**src/hdl/rwlm_pkg.sv**
```systemverilog
package rwlm_pkg;

    localparam int NUM_TASKS  = 16;
    localparam int COUNT_BITS = 8;
    localparam int ID_W       = 4;
    localparam int TASK_W     = $clog2(NUM_TASKS);
    localparam int QLEN_W     = $clog2(NUM_TASKS + 1);
    localparam int SUM_W      = TASK_W + 1;
    localparam int ID_LIMIT   = (NUM_TASKS < 16) ? NUM_TASKS : 16;

    localparam logic [COUNT_BITS-1:0] COUNT_MAX = '1;

    typedef enum logic [2:0] {
        CMD_LOCK_READ     = 3'd0,
        CMD_TRY_READ      = 3'd1,
        CMD_RELEASE_READ  = 3'd2,
        CMD_LOCK_WRITE    = 3'd3,
        CMD_TRY_WRITE     = 3'd4,
        CMD_RELEASE_WRITE = 3'd5,
        CMD_DOWNGRADE     = 3'd6,
        CMD_QUERY         = 3'd7
    } t_cmd;

    typedef enum logic [1:0] {
        ST_DONE    = 2'd0,
        ST_WAIT    = 2'd1,
        ST_REFUSED = 2'd2,
        ST_ERROR   = 2'd3
    } t_status;

    typedef enum logic {
        KIND_RESPONSE = 1'b0,
        KIND_GRANT    = 1'b1
    } t_kind;

    typedef enum logic {
        BK_CMD,
        BK_GRANT
    } t_back_state;

    // Classified command as held in the front queue
    typedef struct packed {
        t_cmd            cmd;
        logic            id_ok;
        logic [ID_W-1:0] task_id;
    } t_item;

    typedef struct packed {
        t_kind           kind;
        logic [ID_W-1:0] target_task;
        t_status         status;
        logic            write_locked;
        logic            last;
    } t_result;

endpackage

```
**src/hdl/rwlm_if.sv**
```systemverilog
interface rwlm_cmd_if;
    logic       valid;
    logic       ready;
    logic [2:0] cmd;
    logic [3:0] task_id;

    modport source (output valid, output cmd, output task_id, input ready);
    modport sink   (input valid, input cmd, input task_id, output ready);
endinterface

interface rwlm_res_if;
    logic       valid;
    logic       ready;
    logic       kind;
    logic [3:0] target_task;
    logic [1:0] status;
    logic       write_locked;
    logic       last;

    modport source (output valid, output kind, output target_task, output status,
                    output write_locked, output last, input ready);
    modport sink   (input valid, input kind, input target_task, input status,
                    input write_locked, input last, output ready);
endinterface

```
**src/hdl/reader_writer_lock_manager_core.sv**
```systemverilog
// An accepted command passes the two-entry front queue, then the result register
// of the back part. Each command gives one response beat and up to 15 grant beats
// from the single execute stage and the grant emitter; no new command executes
// while grants are out. Results stall on ready without losing queued commands.
// Reset: synchronous, active low; clears the lock flags, writer queue pointers
// and all handshake state, no clearing pass; read depths and queue slots are not reset.
module reader_writer_lock_manager_core (
    input  logic        i_clk,
    input  logic        i_rst_n,
    rwlm_cmd_if.sink    i_cmd,
    rwlm_res_if.source  o_res
);

    rwlm_pkg::t_item w_item;
    logic            w_item_valid;
    logic            w_item_pop;

    rwlm_front u_front (
        .i_clk        (i_clk),
        .i_rst_n      (i_rst_n),
        .i_cmd        (i_cmd),
        .o_item       (w_item),
        .o_item_valid (w_item_valid),
        .i_item_pop   (w_item_pop)
    );

    rwlm_back u_back (
        .i_clk        (i_clk),
        .i_rst_n      (i_rst_n),
        .i_item       (w_item),
        .i_item_valid (w_item_valid),
        .o_item_pop   (w_item_pop),
        .o_res        (o_res)
    );

endmodule

```
**src/hdl/rwlm_front.sv**
```systemverilog
module rwlm_front (
    input  logic                i_clk,
    input  logic                i_rst_n,
    rwlm_cmd_if.sink            i_cmd,
    output rwlm_pkg::t_item     o_item,
    output logic                o_item_valid,
    input  logic                i_item_pop
);

    rwlm_pkg::t_item r_mem [2];
    logic            r_wr_ptr;
    logic            r_rd_ptr;
    logic [1:0]      r_count;
    rwlm_pkg::t_item w_item;
    logic            w_push;
    logic            w_pop;

    // classify the incoming beat
    always_comb begin
        w_item.cmd     = rwlm_pkg::t_cmd'(i_cmd.cmd);
        w_item.task_id = i_cmd.task_id;
        w_item.id_ok   = (int'(i_cmd.task_id) < rwlm_pkg::ID_LIMIT);
    end

    assign i_cmd.ready  = (r_count != 2'd2);
    assign w_push       = i_cmd.valid && i_cmd.ready;
    assign w_pop        = i_item_pop && (r_count != 2'd0);
    assign o_item_valid = (r_count != 2'd0);
    assign o_item       = r_mem[r_rd_ptr];

    // two-entry queue towards the back part
    always_ff @(posedge i_clk) begin
        if (!i_rst_n) begin
            r_wr_ptr <= 1'b0;
            r_rd_ptr <= 1'b0;
            r_count  <= 2'd0;
        end else begin
            if (w_push) r_wr_ptr <= !r_wr_ptr;
            if (w_pop)  r_rd_ptr <= !r_rd_ptr;
            r_count <= r_count + {1'b0, w_push} - {1'b0, w_pop};
        end
    end

    always_ff @(posedge i_clk) begin
        if (w_push) r_mem[r_wr_ptr] <= w_item;
    end

endmodule

```
**src/hdl/rwlm_back.sv**
```systemverilog
module rwlm_back (
    input  logic                i_clk,
    input  logic                i_rst_n,
    input  rwlm_pkg::t_item     i_item,
    input  logic                i_item_valid,
    output logic                o_item_pop,
    rwlm_res_if.source          o_res
);

    localparam int N  = rwlm_pkg::NUM_TASKS;
    localparam int TW = rwlm_pkg::TASK_W;
    localparam int CW = rwlm_pkg::COUNT_BITS;
    localparam int QW = rwlm_pkg::QLEN_W;
    localparam int SW = rwlm_pkg::SUM_W;

    // lock tables
    logic [N-1:0]  r_present, n_present;
    logic [N-1:0]  r_hold, n_hold;
    logic [N-1:0]  r_queued, n_queued;
    logic [CW-1:0] r_depth [N];
    logic [CW-1:0] n_depth [N];
    logic [TW-1:0] r_wq [N];
    logic [TW-1:0] r_head, n_head;
    logic [QW-1:0] r_qlen, n_qlen;
    logic [CW-1:0] r_wdepth, n_wdepth;

    // grant emitter and output register
    rwlm_pkg::t_back_state r_state, n_state;
    logic [N-1:0]          r_mask, n_mask;
    logic                  r_gw, n_gw;
    logic                  r_wl, n_wl;
    rwlm_pkg::t_result     r_out, n_out;
    logic                  r_out_valid, n_out_valid;

    logic                  w_out_free;
    logic                  w_go;
    logic [TW-1:0]         w_idx;
    logic [TW-1:0]         w_head_id;
    logic                  w_owner;
    logic                  w_waiting;
    logic [N-1:0]          w_wait_mask;
    logic [N-1:0]          w_onehot;
    logic                  w_push;
    logic [TW-1:0]         w_tail;
    logic [SW-1:0]         w_tail_sum;
    logic [TW-1:0]         w_head_inc;
    logic [CW-1:0]         w_dep_t;
    logic [CW-1:0]         w_dep_dec;
    rwlm_pkg::t_status     w_status;
    logic                  w_has_grant;
    logic [TW-1:0]         w_first;
    logic [N-1:0]          w_mask_rest;

    assign w_out_free  = !r_out_valid || o_res.ready;
    assign w_idx       = TW'(i_item.task_id);
    assign w_head_id   = r_wq[r_head];
    assign w_owner     = (r_qlen != '0) && (w_head_id == w_idx) && (r_wdepth != '0);
    assign w_waiting   = (r_present[w_idx] && !r_hold[w_idx]) || (r_queued[w_idx] && !w_owner);
    assign w_wait_mask = r_present & ~r_hold;
    assign w_onehot    = N'(1) << w_idx;
    assign w_dep_t     = r_depth[w_idx];
    assign w_dep_dec   = w_dep_t - CW'(1);
    assign w_tail_sum  = SW'(r_head) + SW'(r_qlen);
    assign w_tail      = (w_tail_sum >= SW'(N)) ? TW'(w_tail_sum - SW'(N)) : TW'(w_tail_sum);
    assign w_head_inc  = (r_head == TW'(N - 1)) ? '0 : r_head + TW'(1);
    assign w_go        = (r_state == rwlm_pkg::BK_CMD) && i_item_valid && w_out_free;
    assign o_item_pop  = w_go;

    // lowest pending grant
    always_comb begin
        w_first = '0;
        for (int i = N - 1; i >= 0; i--) begin
            if (r_mask[i]) w_first = TW'(i);
        end
    end
    assign w_mask_rest = r_mask & ~(N'(1) << w_first);

    // command execution, grant sequencing and next state
    always_comb begin
        n_present   = r_present;
        n_hold      = r_hold;
        n_queued    = r_queued;
        n_depth     = r_depth;
        n_head      = r_head;
        n_qlen      = r_qlen;
        n_wdepth    = r_wdepth;
        n_state     = r_state;
        n_mask      = r_mask;
        n_gw        = r_gw;
        n_wl        = r_wl;
        n_out       = r_out;
        n_out_valid = r_out_valid && !o_res.ready;
        w_push      = 1'b0;
        w_status    = rwlm_pkg::ST_DONE;
        w_has_grant = 1'b0;

        unique case (r_state)
            rwlm_pkg::BK_CMD: begin
                if (w_go) begin
                    n_mask = '0;
                    n_gw   = 1'b0;
                    if (!i_item.id_ok) begin
                        w_status = rwlm_pkg::ST_ERROR;
                    end else if (i_item.cmd != rwlm_pkg::CMD_QUERY && w_waiting) begin
                        w_status = rwlm_pkg::ST_ERROR;
                    end else begin
                        unique case (i_item.cmd)
                            rwlm_pkg::CMD_LOCK_READ, rwlm_pkg::CMD_TRY_READ: begin
                                priority if (w_owner) begin
                                    w_status = rwlm_pkg::ST_DONE;
                                end else if (r_present[w_idx]) begin
                                    if (w_dep_t == rwlm_pkg::COUNT_MAX) begin
                                        w_status = rwlm_pkg::ST_ERROR;
                                    end else begin
                                        n_depth[w_idx] = w_dep_t + CW'(1);
                                    end
                                end else if (r_qlen == '0) begin
                                    n_present[w_idx] = 1'b1;
                                    n_hold[w_idx]    = 1'b1;
                                    n_depth[w_idx]   = CW'(1);
                                end else if (i_item.cmd == rwlm_pkg::CMD_LOCK_READ) begin
                                    n_present[w_idx] = 1'b1;
                                    n_depth[w_idx]   = '0;
                                    w_status         = rwlm_pkg::ST_WAIT;
                                end else begin
                                    w_status = rwlm_pkg::ST_REFUSED;
                                end
                            end
                            rwlm_pkg::CMD_RELEASE_READ: begin
                                priority if (w_owner) begin
                                    w_status = rwlm_pkg::ST_DONE;
                                end else if (!r_present[w_idx]) begin
                                    w_status = rwlm_pkg::ST_ERROR;
                                end else begin
                                    n_depth[w_idx] = w_dep_dec;
                                    if (w_dep_dec == '0) begin
                                        n_present[w_idx] = 1'b0;
                                        n_hold[w_idx]    = 1'b0;
                                    end
                                    // last reader out hands over to the queued writer
                                    if (n_hold == '0 && r_qlen != '0 && r_wdepth == '0) begin
                                        n_wdepth    = CW'(1);
                                        n_gw        = 1'b1;
                                        w_has_grant = 1'b1;
                                    end
                                end
                            end
                            rwlm_pkg::CMD_LOCK_WRITE: begin
                                priority if (w_owner) begin
                                    if (r_wdepth == rwlm_pkg::COUNT_MAX) begin
                                        w_status = rwlm_pkg::ST_ERROR;
                                    end else begin
                                        n_wdepth = r_wdepth + CW'(1);
                                    end
                                end else if (r_qlen == '0) begin
                                    w_push = 1'b1;
                                    if (r_present == '0) begin
                                        n_wdepth = CW'(1);
                                    end else begin
                                        n_wdepth = '0;
                                        w_status = rwlm_pkg::ST_WAIT;
                                    end
                                end else begin
                                    w_push   = 1'b1;
                                    w_status = rwlm_pkg::ST_WAIT;
                                end
                            end
                            rwlm_pkg::CMD_TRY_WRITE: begin
                                if (r_qlen == '0 && r_present == '0) begin
                                    w_push   = 1'b1;
                                    n_wdepth = CW'(1);
                                end else begin
                                    w_status = rwlm_pkg::ST_REFUSED;
                                end
                            end
                            rwlm_pkg::CMD_RELEASE_WRITE: begin
                                if (!w_owner) begin
                                    w_status = rwlm_pkg::ST_ERROR;
                                end else begin
                                    n_wdepth = r_wdepth - CW'(1);
                                    if (r_wdepth == CW'(1)) begin
                                        n_head          = w_head_inc;
                                        n_qlen          = r_qlen - QW'(1);
                                        n_queued[w_idx] = 1'b0;
                                        if (r_qlen != QW'(1)) begin
                                            n_wdepth    = CW'(1);
                                            n_gw        = 1'b1;
                                            w_has_grant = 1'b1;
                                        end else begin
                                            n_mask      = w_wait_mask;
                                            n_hold      = r_hold | w_wait_mask;
                                            w_has_grant = (w_wait_mask != '0);
                                            for (int i = 0; i < N; i++) begin
                                                if (w_wait_mask[i]) n_depth[i] = CW'(1);
                                            end
                                        end
                                    end
                                end
                            end
                            rwlm_pkg::CMD_DOWNGRADE: begin
                                if (!w_owner || r_wdepth != CW'(1) || r_present[w_idx]) begin
                                    w_status = rwlm_pkg::ST_ERROR;
                                end else begin
                                    n_head          = w_head_inc;
                                    n_qlen          = r_qlen - QW'(1);
                                    n_queued[w_idx] = 1'b0;
                                    n_wdepth        = '0;
                                    n_mask          = w_wait_mask;
                                    n_present       = r_present | w_onehot;
                                    n_hold          = r_hold | w_wait_mask | w_onehot;
                                    w_has_grant     = (w_wait_mask != '0);
                                    for (int i = 0; i < N; i++) begin
                                        if (w_wait_mask[i] || w_onehot[i]) n_depth[i] = CW'(1);
                                    end
                                end
                            end
                            rwlm_pkg::CMD_QUERY: begin
                                w_status = rwlm_pkg::ST_DONE;
                            end
                            default: begin
                                w_status = rwlm_pkg::ST_DONE;
                            end
                        endcase
                    end
                    if (w_push && r_qlen != QW'(N)) begin
                        n_qlen          = r_qlen + QW'(1);
                        n_queued[w_idx] = 1'b1;
                    end
                    n_wl        = (n_qlen != '0) && (n_wdepth != '0);
                    n_out.kind         = rwlm_pkg::KIND_RESPONSE;
                    n_out.target_task  = i_item.task_id;
                    n_out.status       = w_status;
                    n_out.write_locked = n_wl;
                    n_out.last         = !w_has_grant;
                    n_out_valid        = 1'b1;
                    if (w_has_grant) n_state = rwlm_pkg::BK_GRANT;
                end
            end
            rwlm_pkg::BK_GRANT: begin
                if (w_out_free) begin
                    n_out.kind         = rwlm_pkg::KIND_GRANT;
                    n_out.status       = rwlm_pkg::ST_DONE;
                    n_out.write_locked = r_wl;
                    n_out_valid        = 1'b1;
                    if (r_gw) begin
                        n_out.target_task = rwlm_pkg::ID_W'(w_head_id);
                        n_out.last        = 1'b1;
                        n_gw              = 1'b0;
                        n_state           = rwlm_pkg::BK_CMD;
                    end else begin
                        n_out.target_task = rwlm_pkg::ID_W'(w_first);
                        n_out.last        = (w_mask_rest == '0);
                        n_mask            = w_mask_rest;
                        if (w_mask_rest == '0) n_state = rwlm_pkg::BK_CMD;
                    end
                end
            end
            default: n_state = rwlm_pkg::BK_CMD;
        endcase
    end

    // control state
    always_ff @(posedge i_clk) begin
        if (!i_rst_n) begin
            r_state     <= rwlm_pkg::BK_CMD;
            r_present   <= '0;
            r_hold      <= '0;
            r_queued    <= '0;
            r_head      <= '0;
            r_qlen      <= '0;
            r_wdepth    <= '0;
            r_out_valid <= 1'b0;
            r_gw        <= 1'b0;
            r_mask      <= '0;
        end else begin
            r_state     <= n_state;
            r_present   <= n_present;
            r_hold      <= n_hold;
            r_queued    <= n_queued;
            r_head      <= n_head;
            r_qlen      <= n_qlen;
            r_wdepth    <= n_wdepth;
            r_out_valid <= n_out_valid;
            r_gw        <= n_gw;
            r_mask      <= n_mask;
        end
    end

    // payload: counts, writer queue slots, result beat
    always_ff @(posedge i_clk) begin
        r_depth <= n_depth;
        r_wl    <= n_wl;
        r_out   <= n_out;
        if (w_push && r_qlen != QW'(N)) r_wq[w_tail] <= w_idx;
    end

    assign o_res.valid        = r_out_valid;
    assign o_res.kind         = r_out.kind;
    assign o_res.target_task  = r_out.target_task;
    assign o_res.status       = r_out.status;
    assign o_res.write_locked = r_out.write_locked;
    assign o_res.last         = r_out.last;

endmodule

```
**src/flat_wrapper.sv**
```systemverilog
// flat-port wrapper written by rule: the top's interface ports become plain ports
module reader_writer_lock_manager_core_flat 
  (i_clk, i_rst_n, i_cmd_valid, i_cmd_cmd, i_cmd_task_id, i_cmd_ready, o_res_valid, o_res_kind, o_res_target_task, o_res_status, o_res_write_locked, o_res_last, o_res_ready);
  rwlm_cmd_if i_cmd_i ();
  rwlm_res_if o_res_i ();
  input  logic i_clk;
  input  logic i_rst_n;
  input wire logic [$bits(i_cmd_i.valid)-1:0] i_cmd_valid;
  input wire logic [$bits(i_cmd_i.cmd)-1:0] i_cmd_cmd;
  input wire logic [$bits(i_cmd_i.task_id)-1:0] i_cmd_task_id;
  output wire logic [$bits(i_cmd_i.ready)-1:0] i_cmd_ready;
  output wire logic [$bits(o_res_i.valid)-1:0] o_res_valid;
  output wire logic [$bits(o_res_i.kind)-1:0] o_res_kind;
  output wire logic [$bits(o_res_i.target_task)-1:0] o_res_target_task;
  output wire logic [$bits(o_res_i.status)-1:0] o_res_status;
  output wire logic [$bits(o_res_i.write_locked)-1:0] o_res_write_locked;
  output wire logic [$bits(o_res_i.last)-1:0] o_res_last;
  input wire logic [$bits(o_res_i.ready)-1:0] o_res_ready;
  assign i_cmd_i.valid = i_cmd_valid;
  assign i_cmd_i.cmd = i_cmd_cmd;
  assign i_cmd_i.task_id = i_cmd_task_id;
  assign i_cmd_ready = i_cmd_i.ready;
  assign o_res_valid = o_res_i.valid;
  assign o_res_kind = o_res_i.kind;
  assign o_res_target_task = o_res_i.target_task;
  assign o_res_status = o_res_i.status;
  assign o_res_write_locked = o_res_i.write_locked;
  assign o_res_last = o_res_i.last;
  assign o_res_i.ready = o_res_ready;
  reader_writer_lock_manager_core u_core (.i_clk(i_clk), .i_rst_n(i_rst_n), .i_cmd(i_cmd_i), .o_res(o_res_i));
endmodule
```
**config.mk**
```make
export PLATFORM = sky130hd
export DESIGN_NAME = reader_writer_lock_manager_core_flat
export DESIGN_NICKNAME = d
export VERILOG_FILES = /design/src/hdl/rwlm_pkg.sv /design/src/hdl/rwlm_if.sv /design/src/hdl/reader_writer_lock_manager_core.sv /design/src/hdl/rwlm_front.sv /design/src/hdl/rwlm_back.sv /design/src/flat_wrapper.sv
export SDC_FILE = /design/constraint.sdc
export NUM_CORES = 1
export LEC_CHECK = 0
export BUFFER_PORTS_ARGS = -buffer_cell sky130_fd_sc_hd__buf_2
export CORE_MARGIN = 3
export CORE_UTILIZATION = 35
export DETAILED_ROUTE_END_ITERATION = 7
export SYNTH_ARGS = -nofsm -noshare
export SYNTH_HDL_FRONTEND = slang
export SYNTH_SLANG_ARGS = --single-unit
```
**constraint.sdc**
```tcl
create_clock -name i_clk -period 4.4 [get_ports i_clk]
set_clock_uncertainty 0.2 [all_clocks]
set_input_delay 0.44 -clock i_clk [delete_from_list [all_inputs] [get_ports i_clk]]
set_output_delay 0.44 -clock i_clk [all_outputs]
set_load 0.02 [all_outputs]
```
==> summary.md <==
| Metric | Value |
|---|---|
| Outcome | complete, no violations |
| CP startpoint kind | flop |
| Hold Path Class | input pin to flop |
| Die height | approximately 240 um |
| Leak | 0.00834 uW |
| Layout cells sized above 1 | 20.8% |
| Routed metal-1 wirelength | 31800 um |
| DP HPWL | 56100 um |
| Setup violations, final | 0 |
| GRT overflow | 0 |
| GPL Wtd Cong | 1.03 |
| Syn_nets | 2065 |
| Post-synth top area share | 33.7% |
| Post-synthesis cell area | between 15000 and 20000 sq um |
| ANT nets after route | 0 |
| Top_reg_cell synth | edfxtp_1 |
| Area of the multi-input gates | 10400 sq um |
| Vias | between 15000 and 20000 |
| Total power | between 15000 and 20000 uW |
| Util after Layout | 43.1% |
| CTS sink cnt | 309 |
| Net count, final | 2213 |
| DR top layer | met4 |
| Largest net degree at the start of global routing | 74 |
| Final period utilization | 96.4% |
| Port Buffer Count | 21 |
| Initial antenna violation count | 0 |
| Syn_area_per_cell | ~9.4 sq um |
| Synthesized instance count | 2038 |
| IO Count | 22 |
| Max Cap Viol | 0 |
| Min Tclk post-route | between 4000 and 5000 ps |
| Asr flop ratio synth | 0% |
| Worst-path fanout max | 17 |
| CTS buffer count | 37 |
| WL/cell | 27.2 um |
| Global Route Usage Sum | between 20% and 30% |
| Power Dens Cells | approximately 650 nW/um^2 |
| Synth cell types | 96 |
| Final Max Slew Viols | 0 |
| Worst setup EP type | flop |
| Cell taking the most area after synthesis | edfxtp_1 |
| CORE AREA | 54100 sq um |
| Required @ worst endpoint | 4480 ps |
| Via density | 6.47 |
| Most common cell in the synthesized netlist | nor2_1 |
| Commonest cells in the netlist | 229 x nor2_1, 216 x edfxtp_1, 204 x nand2_1 |
| Number of global-route vias before repair | 18100 |
| Die footprint | 57900 sq um |
| Seq cells post-synth | 309 |
| Filler Cells Inserted | 5107 |
| Max Root-Sink Buffers | 3 |
| Sequential Area | 8350 sq um |
| Clock latency on the worst-skew pair | 570 ps |
| WS Path Type | flop to flop |
| H-tree depth reported by CTS | 2 |
| Drt first pass iters | 6 |
| Max Clock Freq | 236 MHz |
| DRC viols | 0 |
| Starting Density | 35.6% |
| Yosys Warn Count | 0 |
| Met3 Wirelength | a little over 8000 um |
| Synth top area cells | edfxtp_1 34%, dfxtp_1 9.7%, mux4_2 6.2%, nor2_1 4.5%, o22ai_1 4.3% |
| Worst-Margin Slew | between 1000 and 1500 ps |
| Drt total wl | 79000 um |
| Worst-path clk slew | about 70 ps |
| 1st-iter DRT viols | 2275 |
| Max IR drop VDD | around 0.35 mV |
| EDFF count, synth | about 220 |
| Relative slew slack | between 10% and 20% |
| N_diodes | 0 |
| Met2 WL | about 36000 um |
| Synth-to-layout area growth | 21.1% |
| Register area share after synthesis | between 40% and 50% |
| Hold Slack | 71.8 ps |
| Setup TNS | 0 ps |
| Final hold violation count | 0 |
| Die Wd | about 240 um |
| Row cnt | between 80 and 90 |
| Critical Path AT | 4330 ps |
| CTS tree | yes |
| Root Buffer | clkbuf_16 |
| First-pass GRT wire length | around 120000 um |
path summary, 6_finish.rpt:
path / from / endpoint / slack, ps / cells past startpoint
max reg2reg: flop / flop / 160 / 12
min reg2reg: u_core.u_back.r_queued[8] / u_core.u_back.r_queued[8] / 270 / 2
min: o_res_ready / u_core.u_back.r_state / 70 / 4
max: flop / flop / 160 / 12
power breakdown:
group          total [uW]  internal (uW)  switching [uW]
combinational        7660           2860            4790
sequential           4130           3800             335
clock                3320           1950            1370
cells by family (layout without fill, tap and decap cells):
kind of cell             Yosys count  count (layout)  share of synthesized area, %
XOR/XNOR                          32              32                          1.49
adder cells (fa/ha/maj)           16              16                          1.08
AND/OR/NAND/NOR                  669             669                          16.2
multiplexers                     100             100                          8.82
buffers and inverters            189             365                          4.10
flip-flops                       309             309                          43.4
AO/OA/AOI/OAI                    723             723                          25.0
metrics by stage:
step                setup slack (ps)  std cells  instance area [sq um]
floorplan                        217       2038                  19300
global placement               -81.4       2830                  21700
detailed placement              -141       2830                  21700
CTS                             6.69       2904                  23100
global route                   -10.1       2910                  23300
finish                           158       2910                  23300
area by class of cell:
cell class              instances  area share (%)
multi-input cells            1540            44.5
well taps                     696            3.74
flip-flops and latches        309            35.8
inverters                      27           0.456
repair buffers                271            10.0
clock buffers                  41            4.12
clock inverters                26            1.37
layout by cell type, fill, tap and decap left out, types with 21 or more instances in the layout:
cell | netlist | routed
nand2_1 | 204 | 202
edfxtp_1 | 216 | 216
o22ai_1 | 133 | 133
inv_1 | 22 | 22
nand3_1 | 26 | 25
mux2i_1 | 37 | 34
a21boi_0 | 21 | 21
nor3_1 | 34 | 33
a22oi_1 | 75 | 75
and3_1 | 31 | 30
o21ai_0 | 112 | 111
buf_2 | 20 | 21
mux4_2 | 53 | 53
dfxtp_1 | 93 | 92
a21oi_1 | 158 | 158
clkbuf_16 | 0 | 37
nor2b_1 | 32 | 32
nor2_1 | 229 | 220
buf_4 | 4 | 213
buf_12 | 0 | 26
worst max-delay path: stages, from the launching register on:
cell and delay [ps]:
dfxtp_1 360, buf_12 190, mux4_2 560, mux4_2 530, xnor2_2 190, and3_1 340, nand2_1 120, o31ai_1 380
a21o_1 120, nand2_1 90, buf_12 180, a221oi_1 490, buf_12 200
what timing repair did:
action / in CTS / in global routing
cloned: 0 / 0
setup buffers: 0 / 6
endpoints found under the hold margin: 14 / 0
pin swaps: 0 / 2
gates resized for setup: 6 / 43
hold buffers: 7 / 0
endpoints found under the setup margin: 48 / 224
metal layers:
metal / vias to the layer above / global-route usage, %
met3: 188 / 6.06
met4: 0 / 10.5
met5: - / 0
met1: 9299 / 35.7
li1: 8156 / -
met2: 1175 / 42.7
Power figures use the tool's default switching activity.
